File: src/hw/rtl/psac_pkg.sv
package psac_pkg;

  // input word, one per 2.5 ms tick
  typedef struct packed {
    logic        sw_view_pressed;
    logic        sw_up_pressed;
    logic        sw_down_pressed;
    logic [11:0] reading_mv;
    logic [1:0]  mode;
  } in_t;

  // result word, one per tick
  typedef struct packed {
    logic        alarm_on;
    logic [15:0] display_word;
    logic [11:0] setpoint_mv;
    logic        compare_enabled;
    logic        settings_view;
  } out_t;

  // configuration register file
  typedef struct packed {
    logic [7:0]  short_press_ticks;
    logic [7:0]  long_press_ticks;
    logic [11:0] setpoint_max;
    logic [9:0]  fine_step;
    logic [9:0]  coarse_step;
    logic [7:0]  repeat_ticks;
    logic [9:0]  blink_ticks;
  } cfg_t;

  // button timer events
  typedef enum logic [1:0] {
    EvNone,
    EvLongReached,
    EvShortRelease,
    EvLongRelease
  } btn_ev_e;

  // serial command codes
  localparam logic [1:0] CmdNone   = 2'd0;
  localparam logic [1:0] CmdToggle = 2'd1;
  localparam logic [1:0] CmdUp     = 2'd2;
  localparam logic [1:0] CmdDown   = 2'd3;

  // register indexes
  localparam logic [2:0] RegShortPress = 3'd0;
  localparam logic [2:0] RegLongPress  = 3'd1;
  localparam logic [2:0] RegSetpointMax = 3'd2;
  localparam logic [2:0] RegFineStep   = 3'd3;
  localparam logic [2:0] RegCoarseStep = 3'd4;
  localparam logic [2:0] RegRepeat     = 3'd5;
  localparam logic [2:0] RegBlink      = 3'd6;

  localparam int unsigned PressTimerW = 9;
  localparam int unsigned CfgDataW    = 12;

  localparam logic [11:0] SetpointReset = 12'd1600;

  localparam cfg_t CfgReset = '{
    short_press_ticks: 8'd20,
    long_press_ticks:  8'd200,
    setpoint_max:      12'd3300,
    fine_step:         10'd10,
    coarse_step:       10'd100,
    repeat_ticks:      8'd40,
    blink_ticks:       10'd400
  };

  localparam logic [4:0] DigitC     = 5'd12;
  localparam logic [4:0] DigitBlank = 5'd16;

  // seven-segment patterns, segments HGFEDCBA active low in the high byte
  function automatic logic [15:0] glyph(input logic [4:0] d);
    logic [15:0] g;
    case (d)
      5'd0:    g = 16'hC000;
      5'd1:    g = 16'hF900;
      5'd2:    g = 16'hA400;
      5'd3:    g = 16'hB000;
      5'd4:    g = 16'h9900;
      5'd5:    g = 16'h9200;
      5'd6:    g = 16'h8200;
      5'd7:    g = 16'hF800;
      5'd8:    g = 16'h8000;
      5'd9:    g = 16'h9000;
      5'd10:   g = 16'h8800;
      5'd11:   g = 16'h8300;
      5'd12:   g = 16'hC600;
      5'd13:   g = 16'hA100;
      5'd14:   g = 16'h8600;
      5'd15:   g = 16'h8E00;
      default: g = 16'hFF00;
    endcase
    return g;
  endfunction

endpackage

File: src/hw/rtl/psac_btn_timer.sv
module psac_btn_timer (
  input  logic                clk_i,
  input  logic                rst_ni,
  input  logic                en_i,
  input  logic                held_i,
  input  logic [7:0]          short_ticks_i,
  input  logic [7:0]          long_ticks_i,
  output psac_pkg::btn_ev_e   ev_o
);

  localparam int unsigned W = psac_pkg::PressTimerW;

  logic [W-1:0] timer_q, timer_d;
  logic [W-1:0] short_w, long_w;

  assign short_w = W'(short_ticks_i);
  assign long_w  = W'(long_ticks_i);

  always_comb begin
    timer_d = timer_q;
    ev_o    = psac_pkg::EvNone;
    if (held_i) begin
      // counts to long + 1 and parks there
      if (timer_q <= long_w) begin
        if (timer_q == long_w) begin
          ev_o = psac_pkg::EvLongReached;
        end
        timer_d = timer_q + W'(1);
      end
    end else begin
      if (timer_q > long_w) begin
        ev_o = psac_pkg::EvLongRelease;
      end else if (timer_q >= short_w) begin
        ev_o = psac_pkg::EvShortRelease;
      end
      timer_d = '0;
    end
  end

  always_ff @(posedge clk_i or negedge rst_ni) begin
    if (!rst_ni) begin
      timer_q <= '0;
    end else if (en_i) begin
      timer_q <= timer_d;
    end
  end

endmodule

File: src/hw/rtl/psac_disp.sv
module psac_disp (
  input  logic [11:0] src_i,
  input  logic [1:0]  digit_idx_i,
  input  logic        show_c_i,
  input  logic        point_hit_i,
  output logic [15:0] word_o
);

  // reciprocal multiplies, exact over 0..4095
  localparam logic [16:0] Recip10   = 17'd52429;  // 2^19 / 10
  localparam logic [15:0] Recip100  = 16'd41944;  // 2^22 / 100
  localparam logic [12:0] Recip1000 = 13'd4195;   // 2^22 / 1000

  logic [28:0] p10;
  logic [27:0] p100;
  logic [24:0] p1000;
  logic [8:0]  q10;
  logic [5:0]  q100;
  logic [2:0]  q1000;
  logic [8:0]  q100x10;
  logic [5:0]  q1000x10;
  logic [8:0]  rem0;
  logic [5:0]  rem1;
  logic [4:0]  digit;
  logic [3:0]  sel;

  assign p10   = 29'(src_i) * 29'(Recip10);
  assign p100  = 28'(src_i) * 28'(Recip100);
  assign p1000 = 25'(src_i) * 25'(Recip1000);

  assign q10   = p10[27:19];
  assign q100  = p100[27:22];
  assign q1000 = p1000[24:22];

  // times ten as shift and add
  assign q100x10  = 9'({q100, 3'b000}) + 9'({q100, 1'b0});
  assign q1000x10 = 6'({q1000, 3'b000}) + 6'({q1000, 1'b0});

  assign rem0 = q10 - q100x10;
  assign rem1 = q100 - q1000x10;

  always_comb begin
    case (digit_idx_i)
      2'd0:    digit = 5'(rem0[3:0]);
      2'd1:    digit = 5'(rem1[3:0]);
      2'd2:    digit = 5'(q1000);
      default: digit = show_c_i ? psac_pkg::DigitC : psac_pkg::DigitBlank;
    endcase
  end

  assign sel = 4'b1000 >> digit_idx_i;

  always_comb begin
    word_o = psac_pkg::glyph(digit) | 16'(sel);
    if (point_hit_i) begin
      word_o[15] = 1'b0;
    end
  end

endmodule

File: src/hw/rtl/panel_setpoint_alarm_controller_core.sv
// Panel setpoint alarm controller. Each input word is one 2.5 ms tick with three button
// levels, a millivolt reading and a serial command; each tick yields exactly one result
// word with the alarm flag, one multiplexed seven-segment digit word, the setpoint and
// the compare and view flags. An accepted word sits in an input register, and the whole
// tick (command, alarm compare, digit decode, button timing, auto-repeat) is worked in
// one pass of logic into the result register, so a word can be taken every clock cycle;
// throughput is one tick per cycle, and the only thing that holds the input is a result
// that has not yet been taken downstream. Configuration writes are always ready and
// take effect at once; write only while no tick is in flight.
module panel_setpoint_alarm_controller_core (
  input  logic                        clk_i,
  input  logic                        rst_ni,
  // tick input
  input  logic                        in_valid_i,
  output logic                        in_ready_o,
  input  psac_pkg::in_t               in_data_i,
  // result output
  output logic                        out_valid_o,
  input  logic                        out_ready_i,
  output psac_pkg::out_t              out_data_o,
  // configuration writes
  input  logic                        cfg_valid_i,
  output logic                        cfg_ready_o,
  input  logic [2:0]                  cfg_index_i,
  input  logic [psac_pkg::CfgDataW-1:0] cfg_data_i
);

  // saturating setpoint steps
  function automatic logic [11:0] sat_up(input logic [11:0] sp, input logic [9:0] amt,
                                         input logic [11:0] mx);
    logic [12:0] v;
    v = {1'b0, sp} + 13'(amt);
    return (v > {1'b0, mx}) ? mx : v[11:0];
  endfunction

  function automatic logic [11:0] sat_down(input logic [11:0] sp, input logic [9:0] amt);
    logic [11:0] a;
    a = 12'(amt);
    return (sp >= a) ? (sp - a) : 12'd0;
  endfunction

  // handshake and pipeline registers
  logic           in_valid_q;
  psac_pkg::in_t  in_q;
  logic           out_valid_q;
  psac_pkg::out_t out_q, out_d;
  logic           fire;

  // config
  psac_pkg::cfg_t cfg_q;

  // controller state
  logic [11:0] setpoint_q, setpoint_d;
  logic        compare_q, compare_d;
  logic        view_q, view_d;
  logic [1:0]  digit_idx_q;
  logic        point_on_q, point_on_d;
  logic [9:0]  blink_q, blink_d;
  logic [1:0]  rep_en_q, rep_en_d;
  logic [7:0]  rep_cnt_q [2];
  logic [7:0]  rep_cnt_d [2];

  // intermediate tick values
  logic [11:0] sp_cmd, sp_up, sp_dn, sp_rep0;
  logic        cmp_cmd, view_cmd;
  logic        alarm;
  logic [11:0] disp_src;
  logic        point_hit;
  logic [15:0] disp_word;
  psac_pkg::btn_ev_e ev_view, ev_up, ev_dn;

  // a tick moves from the input register to the result register when the result slot
  // is empty or being drained this cycle
  assign fire        = in_valid_q && (!out_valid_q || out_ready_i);
  assign in_ready_o  = !in_valid_q || fire;
  assign out_valid_o = out_valid_q;
  assign out_data_o  = out_q;
  assign cfg_ready_o = 1'b1;

  always_ff @(posedge clk_i or negedge rst_ni) begin
    if (!rst_ni) begin
      in_valid_q <= 1'b0;
    end else if (in_ready_o) begin
      in_valid_q <= in_valid_i;
    end
  end

  always_ff @(posedge clk_i) begin
    if (in_valid_i && in_ready_o) begin
      in_q <= in_data_i;
    end
  end

  always_ff @(posedge clk_i or negedge rst_ni) begin
    if (!rst_ni) begin
      out_valid_q <= 1'b0;
    end else if (fire) begin
      out_valid_q <= 1'b1;
    end else if (out_ready_i) begin
      out_valid_q <= 1'b0;
    end
  end

  always_ff @(posedge clk_i) begin
    if (fire) begin
      out_q <= out_d;
    end
  end

  // register file, writes masked to field width, unknown indexes dropped
  always_ff @(posedge clk_i or negedge rst_ni) begin
    if (!rst_ni) begin
      cfg_q <= psac_pkg::CfgReset;
    end else if (cfg_valid_i) begin
      case (cfg_index_i)
        psac_pkg::RegShortPress:  cfg_q.short_press_ticks <= cfg_data_i[7:0];
        psac_pkg::RegLongPress:   cfg_q.long_press_ticks  <= cfg_data_i[7:0];
        psac_pkg::RegSetpointMax: cfg_q.setpoint_max      <= cfg_data_i[11:0];
        psac_pkg::RegFineStep:    cfg_q.fine_step         <= cfg_data_i[9:0];
        psac_pkg::RegCoarseStep:  cfg_q.coarse_step       <= cfg_data_i[9:0];
        psac_pkg::RegRepeat:      cfg_q.repeat_ticks      <= cfg_data_i[7:0];
        psac_pkg::RegBlink:       cfg_q.blink_ticks       <= cfg_data_i[9:0];
        default: ;
      endcase
    end
  end

  // one timer per button
  psac_btn_timer u_btn_view (
    .clk_i         (clk_i),
    .rst_ni        (rst_ni),
    .en_i          (fire),
    .held_i        (in_q.sw_view_pressed),
    .short_ticks_i (cfg_q.short_press_ticks),
    .long_ticks_i  (cfg_q.long_press_ticks),
    .ev_o          (ev_view)
  );

  psac_btn_timer u_btn_up (
    .clk_i         (clk_i),
    .rst_ni        (rst_ni),
    .en_i          (fire),
    .held_i        (in_q.sw_up_pressed),
    .short_ticks_i (cfg_q.short_press_ticks),
    .long_ticks_i  (cfg_q.long_press_ticks),
    .ev_o          (ev_up)
  );

  psac_btn_timer u_btn_dn (
    .clk_i         (clk_i),
    .rst_ni        (rst_ni),
    .en_i          (fire),
    .held_i        (in_q.sw_down_pressed),
    .short_ticks_i (cfg_q.short_press_ticks),
    .long_ticks_i  (cfg_q.long_press_ticks),
    .ev_o          (ev_dn)
  );

  // digit decode, the C on digit 3 only shows in compare view
  psac_disp u_disp (
    .src_i       (disp_src),
    .digit_idx_i (digit_idx_q),
    .show_c_i    (cmp_cmd && !view_cmd),
    .point_hit_i (point_hit),
    .word_o      (disp_word)
  );

  always_comb begin
    // serial command first
    sp_cmd   = setpoint_q;
    cmp_cmd  = compare_q;
    view_cmd = view_q;
    case (in_q.mode)
      psac_pkg::CmdToggle: begin
        view_cmd = 1'b0;
        cmp_cmd  = !compare_q;
      end
      psac_pkg::CmdUp: begin
        view_cmd = 1'b1;
        sp_cmd   = sat_up(setpoint_q, cfg_q.fine_step, cfg_q.setpoint_max);
      end
      psac_pkg::CmdDown: begin
        view_cmd = 1'b1;
        sp_cmd   = sat_down(setpoint_q, cfg_q.fine_step);
      end
      default: ;
    endcase

    // alarm against the setpoint after the command
    alarm = cmp_cmd && (in_q.reading_mv > sp_cmd);

    // display: compare view shows the reading with a fixed point, settings view
    // shows the setpoint with a blinking point
    blink_d    = blink_q;
    point_on_d = point_on_q;
    if (!view_cmd) begin
      point_on_d = 1'b1;
      disp_src   = in_q.reading_mv;
    end else begin
      if (blink_q == '0) begin
        blink_d    = cfg_q.blink_ticks;
        point_on_d = !point_on_q;
      end else begin
        blink_d = blink_q - 10'd1;
      end
      disp_src = sp_cmd;
    end
    point_hit = point_on_d && (digit_idx_q == 2'd2);

    // view button: long toggles compare, short toggles view
    compare_d = cmp_cmd;
    view_d    = view_cmd;
    if (ev_view == psac_pkg::EvLongReached) begin
      compare_d = !cmp_cmd;
    end else if (ev_view == psac_pkg::EvShortRelease) begin
      view_d = !view_cmd;
    end

    // up button
    rep_en_d = rep_en_q;
    sp_up    = sp_cmd;
    if (ev_up == psac_pkg::EvLongReached && view_d) begin
      rep_en_d[0] = 1'b1;
    end else if (ev_up == psac_pkg::EvShortRelease && view_d) begin
      sp_up = sat_up(sp_cmd, cfg_q.fine_step, cfg_q.setpoint_max);
    end else if (ev_up == psac_pkg::EvLongRelease) begin
      rep_en_d[0] = 1'b0;
    end

    // down button
    sp_dn = sp_up;
    if (ev_dn == psac_pkg::EvLongReached && view_d) begin
      rep_en_d[1] = 1'b1;
    end else if (ev_dn == psac_pkg::EvShortRelease && view_d) begin
      sp_dn = sat_down(sp_up, cfg_q.fine_step);
    end else if (ev_dn == psac_pkg::EvLongRelease) begin
      rep_en_d[1] = 1'b0;
    end

    // auto-repeat, up then down
    sp_rep0 = sp_dn;
    if (rep_en_d[0]) begin
      if (rep_cnt_q[0] == '0) begin
        rep_cnt_d[0] = cfg_q.repeat_ticks;
        sp_rep0      = sat_up(sp_dn, cfg_q.coarse_step, cfg_q.setpoint_max);
      end else begin
        rep_cnt_d[0] = rep_cnt_q[0] - 8'd1;
      end
    end else begin
      rep_cnt_d[0] = '0;
    end

    setpoint_d = sp_rep0;
    if (rep_en_d[1]) begin
      if (rep_cnt_q[1] == '0) begin
        rep_cnt_d[1] = cfg_q.repeat_ticks;
        setpoint_d   = sat_down(sp_rep0, cfg_q.coarse_step);
      end else begin
        rep_cnt_d[1] = rep_cnt_q[1] - 8'd1;
      end
    end else begin
      rep_cnt_d[1] = '0;
    end

    out_d.alarm_on        = alarm;
    out_d.display_word    = disp_word;
    out_d.setpoint_mv     = setpoint_d;
    out_d.compare_enabled = compare_d;
    out_d.settings_view   = view_d;
  end

  always_ff @(posedge clk_i or negedge rst_ni) begin
    if (!rst_ni) begin
      setpoint_q   <= psac_pkg::SetpointReset;
      compare_q    <= 1'b0;
      view_q       <= 1'b0;
      digit_idx_q  <= '0;
      point_on_q   <= 1'b0;
      blink_q      <= '0;
      rep_en_q     <= '0;
      rep_cnt_q[0] <= '0;
      rep_cnt_q[1] <= '0;
    end else if (fire) begin
      setpoint_q   <= setpoint_d;
      compare_q    <= compare_d;
      view_q       <= view_d;
      digit_idx_q  <= digit_idx_q + 2'd1;
      point_on_q   <= point_on_d;
      blink_q      <= blink_d;
      rep_en_q     <= rep_en_d;
      rep_cnt_q[0] <= rep_cnt_d[0];
      rep_cnt_q[1] <= rep_cnt_d[1];
    end
  end

endmodule
File: config.mk
export PLATFORM = sky130hd
export DESIGN_NAME = panel_setpoint_alarm_controller_core
export DESIGN_NICKNAME = d
export VERILOG_FILES = /design/src/hw/rtl/psac_pkg.sv /design/src/hw/rtl/psac_btn_timer.sv /design/src/hw/rtl/psac_disp.sv /design/src/hw/rtl/panel_setpoint_alarm_controller_core.sv
export SDC_FILE = /design/constraint.sdc
export NUM_CORES = 1
export LEC_CHECK = 0
export BUFFER_PORTS_ARGS = -buffer_cell sky130_fd_sc_hd__buf_2
export CORE_MARGIN = 5
export CORE_UTILIZATION = 65
export DETAILED_ROUTE_END_ITERATION = 7
export PLACE_DENSITY = 0.83
export SKIP_LAST_GASP = 1
export SYNTH_ARGS = -nofsm -noshare
export SYNTH_HDL_FRONTEND = slang
export SYNTH_HIERARCHICAL = 1
export SYNTH_SLANG_ARGS = --single-unit
File: constraint.sdc
create_clock -name clk_i -period 19.8 [get_ports clk_i]
set_clock_uncertainty 0.05 [all_clocks]
set_input_delay 2.97 -clock clk_i [delete_from_list [all_inputs] [get_ports clk_i]]
set_output_delay 2.97 -clock clk_i [all_outputs]
set_load 0.02 [all_outputs]
==> Word-level counts from Yosys, hierarchy flattened <==
Memory sizes are Yosys's and may differ from the RTL's.
Cells that the tools add are included.
{ "word_totals": {"output_inout_bits": 34, "ff_bits": 188, "mem_count": 1, "mem_bits_ro": 112, "inputBits": 37, "wordCells": 191} }
{ "op_classes": {"n_reduce_logical": 35, "order_cmp": 16, "n_eq_ne": 25, "bitwise": 1, "mux": 60, "n_shift": 1, "n_mul": 3, "addsub": 17} }
{ "mem_list": {"columns": ["name", "words", "width", "read_ports", "rd_ports_with_merged_regs", "wr", "line_no", "rtl"], "rows": [
  ["(name not given)", 16, 7, 1, 0, 0, "psac_pkg.sv:76", "case (d)"]
]} }
{ "ops": {"columns": ["op", "count"], "rows": [
  ["two-way mux 12 bit", 15],
  ["two-way mux 9 bit", 6],
  ["adder 12 x 10 -> 13 bit", 3],
  ["greater-than comparator 13 x 12 -> 1 bit", 3],
  [">= comparator 12 x 10 -> 1 bit", 3],
  ["subtractor 12 x 10 -> 12 bit", 3],
  ["two-way mux 8 bit", 4],
  ["adder 9 x 1 -> 9 bit (second input constant)", 3],
  ["equality test 9 x 8 -> 1 bit", 3],
  [">= comparator 9 x 8 -> 1 bit", 3],
  ["greater-than comparator 9 x 8 -> 1 bit", 3],
  ["less-or-equal comparator 9 x 8 -> 1 bit", 3],
  ["multiplier 12 x 13 -> 25 bit (second input constant)", 1],
  ["two-way mux 2 bit", 12],
  ["case mux 12 bit (2 select lines)", 1],
  ["multiplier 12 x 13 -> 23 bit (second input constant)", 1],
  ["multiplier 12 x 16 -> 23 bit (second input constant)", 1],
  ["AND reduction 2 bit", 11],
  ["two-way mux 1 bit", 17],
  ["equality test 2 bit (second input constant)", 8],
  ["logical NOT 8 bit", 2],
  ["two-way mux 16 bit", 1],
  ["bitwise OR 16 x 4 -> 16 bit", 1],
  ["subtractor 8 x 1 -> 8 bit (second input constant)", 2],
  ["23 further kinds", 48]
]} }

==> Longest topological paths before layout <==
{ "depth": {"ltp_word": 23, "mapped_depth": 83, "ltp_nobuf": 79} }

==> By module <==
Netlist, hierarchy kept.
{ "modules_own_cells": {"columns": ["mod", "seq_area_each_um2", "area_each_um2", "instances", "cells_each"], "rows": [
  ["panel_setpoint_alarm_controller_core", 4299.1, 12255.5, 1, 1340],
  ["psac_disp", 0.0, 6456.2, 1, 699],
  ["psac_btn_timer", 225.2, 980.9, 3, 117]
]} }

==> Worst setup path before layout <==
No wires, ideal clock.
{ "synth_path": {"path_type": "register to register", "startpoint": "reg cfg_q[29] (netlist name)", "endpoint": "reg setpoint_q[11]", "synth_period_minus_slack_ps": 15104, "arrival_ps": 14964, "setup_ps": 90, "path_buffers": 3, "required_time_ps": 19660, "path_slack_ps": 4696, "stages_incl_launch_ff": 77, "cell_sequence": "dfstp_2 > inv_1 > fa_1 > nor2_2 > o221ai_2 > a211oi_2 > o21a_1 > nor2_1 > ha_1 > a21o_1 > a21oi_1 > o211ai_1 > o21a_1 > clkbuf_1 > or2_1 > clkbuf_1 > o21ai_0 > o221ai_1 > [41 not listed] > inv_1 > nand3_2 > a211oi_1 > nor2_1 > ha_1 > nor2b_1 > o21ai_0 > a21boi_0 > o21ai_0 > a21boi_0 > o21ai_0 > a21boi_0 > o21ai_0 > nand2_1 > a211oi_1 > nand3_1 > a311o_1 > a31oi_1"} }
{ "synth_via": {"elab_chain_len": 22, "word_cells_on_any_way": 27, "classes_between": "6 x add/sub; 6 x order compare; 15 x mux"} }
{ "synth_rtl": {"columns": ["element", "line_no", "rtl"], "rows": [
  ["start: declaration", "panel_setpoint_alarm_controller_core.sv:50", "psac_pkg::cfg_t cfg_q;"],
  ["start signal: assignment", "panel_setpoint_alarm_controller_core.sv:113", "cfg_q <= psac_pkg::CfgReset;"],
  ["adder 12 x 10 -> 13 bit", "panel_setpoint_alarm_controller_core.sv:32", "v = {1'b0, sp} + 13'(amt);"],
  ["greater-than comparator 13 x 12 -> 1 bit", "panel_setpoint_alarm_controller_core.sv:33", "return (v > {1'b0, mx}) ? mx : v[11:0];"],
  ["two-way mux 12 bit", "panel_setpoint_alarm_controller_core.sv:33", null],
  ["case mux 12 bit (2 select lines)", "panel_setpoint_alarm_controller_core.sv:173", "case (in_q.mode)"],
  ["adder 12 x 10 -> 13 bit", "panel_setpoint_alarm_controller_core.sv:32", null],
  ["greater-than comparator 13 x 12 -> 1 bit", "panel_setpoint_alarm_controller_core.sv:33", null],
  ["two-way mux 12 bit", "panel_setpoint_alarm_controller_core.sv:33", null],
  ["two-way mux 12 bit", "panel_setpoint_alarm_controller_core.sv:224", "end else if (ev_up == psac_pkg::EvShortRelease && view_d) begin"],
  ["[6 not listed]", null, null],
  ["greater-than comparator 13 x 12 -> 1 bit", "panel_setpoint_alarm_controller_core.sv:33", null],
  ["two-way mux 12 bit", "panel_setpoint_alarm_controller_core.sv:33", null],
  ["two-way mux 12 bit", "panel_setpoint_alarm_controller_core.sv:243", "if (rep_cnt_q[0] == '0) begin"],
  ["two-way mux 12 bit *", "panel_setpoint_alarm_controller_core.sv:242", "if (rep_en_d[0]) begin"],
  ["subtractor 12 x 10 -> 12 bit or >= comparator 12 x 10 -> 1 bit (tied branches)", "panel_setpoint_alarm_controller_core.sv:39", "return (sp >= a) ? (sp - a) : 12'd0;"],
  ["two-way mux 12 bit", "panel_setpoint_alarm_controller_core.sv:39", null],
  ["two-way mux 12 bit", "panel_setpoint_alarm_controller_core.sv:255", "if (rep_cnt_q[1] == '0) begin"],
  ["two-way mux 12 bit *", "panel_setpoint_alarm_controller_core.sv:254", "if (rep_en_d[1]) begin"],
  ["end signal: assignment", "panel_setpoint_alarm_controller_core.sv:274", "setpoint_q <= psac_pkg::SetpointReset;"],
  ["end signal: assignment", "panel_setpoint_alarm_controller_core.sv:284", "setpoint_q <= setpoint_d;"],
  ["end: declaration", "panel_setpoint_alarm_controller_core.sv:53", "logic [11:0] setpoint_q, setpoint_d;"]
]} }
Every way passes the cells marked *; elsewhere a longest branch is shown, timed or not.
A chain may end at the register's enable or synchronous reset.

==> Worst setup path after layout <==
Ends and elaborated chain as after synthesis.

==> results.json <==
{
  "status": "finished clean",
  "cts_buffer_depth": 2,
  "grt_overflow": 0,
  "relSlewSlack_pct": 19.2,
  "ctsResizeCount": 0,
  "drt-vias-per-instance": 6.39,
  "cts_htree_levels": 4,
  "die_x_um": 193,
  "setup.worst_path.end": "setpoint_q[11]",
  "rsz0062_at_grt": "false",
  "portBuffers": 69,
  "ys_seq_elements": 188,
  "crit_type": "flop to flop",
  "synth_warnings": 6,
  "syn2layout_area_growth_pct": 6.34,
  "antenna_left": 0,
  "worstReg2RegEnd": "setpoint_q[11]",
  "placed_area_um2": 22400,
  "critical_path.endpoint_type": "flop",
  "start_util_pct": 66.2,
  "drc": 0,
  "worst-endpoint-required_ns": 20.13,
  "critPathLaunch": "cfg_q[29]",
  "io_pins": 71,
  "drt-initial-drc-count": 1767,
  "fin_crit_ns": 17.58,
  "vias": 18500,
  "worst_slack_ns": 2.22,
  "synthTopCellsByCount": "353 x ha_1, 348 x inv_1, 180 x nand2_1, 144 x o21ai_0, 122 x nor2_1",
  "layout-drive-gt1-share_pct": 10.4,
  "hold_violations": 0,
  "path_common_cell": "o21ai_0",
  "synth_top_area_share_pct": 20.4,
  "syn_avg_cell_area_um2": 9.06,
  "die_area_um2": 37100,
  "fmax_mhz": 56.9,
  "path_clk_slew_ns": 0.08,
  "fillers": 2552,
  "reg2regPathDepth": 77,
  "clock_latency_ns": 0.46,
  "tritoncts": "yes",
  "synth-edff-count": 48,
  "synthTopCellsByArea": "ha_1 20%, dfrtp_1 13%, fa_1 9.3%, edfxtp_1 6.7%, inv_1 6.0%",
  "syn_area_um2": 21700,
  "finalSetupViolCount": 0,
  "synth_cells": 2390,
  "wl_per_cell_um": 20.8,
  "ys.flop_type": "dfrtp_1",
  "post_cts_buffers": 0,
  "maxCapViolCount": 0,
  "dpl_worst_slack_ns": 2.67,
  "rr_startpoint": "cfg_q[29]",
  "rrSetupSlack_ns": 2.22,
  "yosysTopAreaCell": "ha_1",
  "hp-class": "flop to flop",
  "synth_most_common_cell": "ha_1",
  "slowest_delay_ns": 0.63,
  "fin_area_um2": 23000,
  "yosysSeqAreaShare_pct": 23.0,
  "coreArea_um2": 32700,
  "cp_slowest_cell": "a2111oi_0",
  "cts-buffers-inserted": 17,
  "cts_hold_buf": 0,
  "place_hpwl_um": 47500,
  "routed_wl_um": 60200,
  "setup_tns_ns": 0,
  "clock-sinks": 188,
  "dr.pass1.iters": 6,
  "nets": 2932,
  "final_max_slew_viol_count": 0,
  "startpoint_type": "flop",
  "grt_usage_pct": 33.3,
  "synth.distinct_cells": 107,
  "grt_pass1_wl_um": 97300,
  "grt_pass1_vias": 18500,
  "crit_fanout": 12,
  "grt_max_degree": 72,
  "num_rows": 66,
  "async_reset_ff_share_pct": 74.5,
  "critical_path_arrival_ns": 17.92,
  "gp_congestion": 1.00,
  "antenna_found_initial": 0,
  "die_h_um": 193,
  "tightest_slew_ns": 1.20,
  "diodes": 0,
  "cts_root_buffer": "clkbuf_16",
  "period_share_pct": 88.8
}
-- metal layers --
layer	vias to the layer above	wire (um)	GRT usage (%)
met5	-	0	0
met4	0	1980	11.3
met3	140	5740	6.77
met2	849	27100	52.6
met1	8974	25400	46.1
li1	8546	-	-
-- placed cells by master, fill, tap and decap left out, types with 9 or more instances in the layout --
cell and count:
fa_1 101, and2_1 20, a211o_1 18, nor3_1 34
buf_4 25, o221ai_1 13, nand4_1 25, o31ai_1 13
ha_1 353, o21a_1 16, or2_2 9, buf_2 68
and3_1 23, xor2_1 21, dfrtp_1 116, o211ai_1 15
mux2i_1 39, dfstp_2 24, o22ai_1 9, nor4_1 11
nand2b_1 30, nand2_1 180, nor2b_1 31, nand3_1 46
nor2_1 122, a31oi_1 21, a21o_1 45, nor3b_1 13
a21oi_1 111, xnor2_1 53, edfxtp_1 48, inv_1 347
clkbuf_16 17, o21ai_0 143, a211oi_1 18, o21ai_1 11
mux2_2 51
-- registers in the layout (all words and copies together), names as in the netlist, 2 cells and up --
signal / flops
blink_q: 10
u_btn_dn/timer_q: 9
u_btn_up/timer_q: 9
cfg_q: 66
in_q: 17
rep_cnt_q: 16
rep_en_q: 2
u_btn_view/timer_q: 9
setpoint_q: 12
digit_idx_q: 2
out_data_o: 31
-- worst max-delay path, delay by kind of cell (launching register included) --
| family | cells | cell delay (ns) |
|---|---|---|
| AOI/OAI and AO/OA | 41 | 10.07 |
| xor gates and xnor gates | 3 | 0.36 |
| adders and majority gates | 10 | 3.04 |
| buffers and inverters | 5 | 0.78 |
| DFF | 1 | 0.60 |
| muxes | 2 | 0.35 |
| and+or+nand+nor | 16 | 2.24 |
-- metrics by stage --
| stage | util (%) | hold WS (ns) | instances |
|---|---|---|---|
| finish | 70.4 | 0.437 | 2896 |
| global route | 70.4 | 0.470 | 2896 |
| CTS | 70.4 | 0.439 | 2896 |
| detailed placement | 68.6 | 0.420 | 2864 |
| global placement | 68.6 | 0.414 | 2864 |
| floorplan | - | 0.392 | 2393 |
-- worst min-delay path by stage --
| stage | start | endpoint | slack [ns] | cells after the start |
|---|---|---|---|---|
| 5_1_grt | blink_q[6] | blink_q[6] | 0.47 | 1 |
| 3_5_place_dp | rep_en_q[0] | rep_en_q[0] | 0.42 | 2 |
| 6_report | rep_en_q[1] | rep_en_q[1] | 0.44 | 2 |
| 3_3_place_gp | rep_en_q[1] | rep_en_q[1] | 0.41 | 2 |
| 4_1_cts | rep_en_q[0] | rep_en_q[0] | 0.44 | 2 |
| 2_1_floorplan | view_q | view_q | 0.39 | 2 |
-- logic make-up after synthesis --
logic type,synth area share [%]
AO/OA/AOI/OAI,17.9
XOR/XNOR,3.17
adder cells (fa/ha/maj),29.7
buffers and inverters,7.67
flip-flops,23.0
multiplexers,4.51
other,0.0347
AND/OR/NAND/NOR,14.0
-- final cells by class --
cell class                 count  area (um2)  area share [%]
clock buffer                  17         425            1.85
tap                          442         553            2.40
sequential                   188        4970            21.6
inverter                     351        1320            5.73
clock inverter                15         164           0.712
timing repair buffer          94         539            2.34
multi-input combinational   1789       15100            65.4
Power is not shown: default switching activity piles up to over one toggle a cycle in this logic, so the estimate is an artifact.
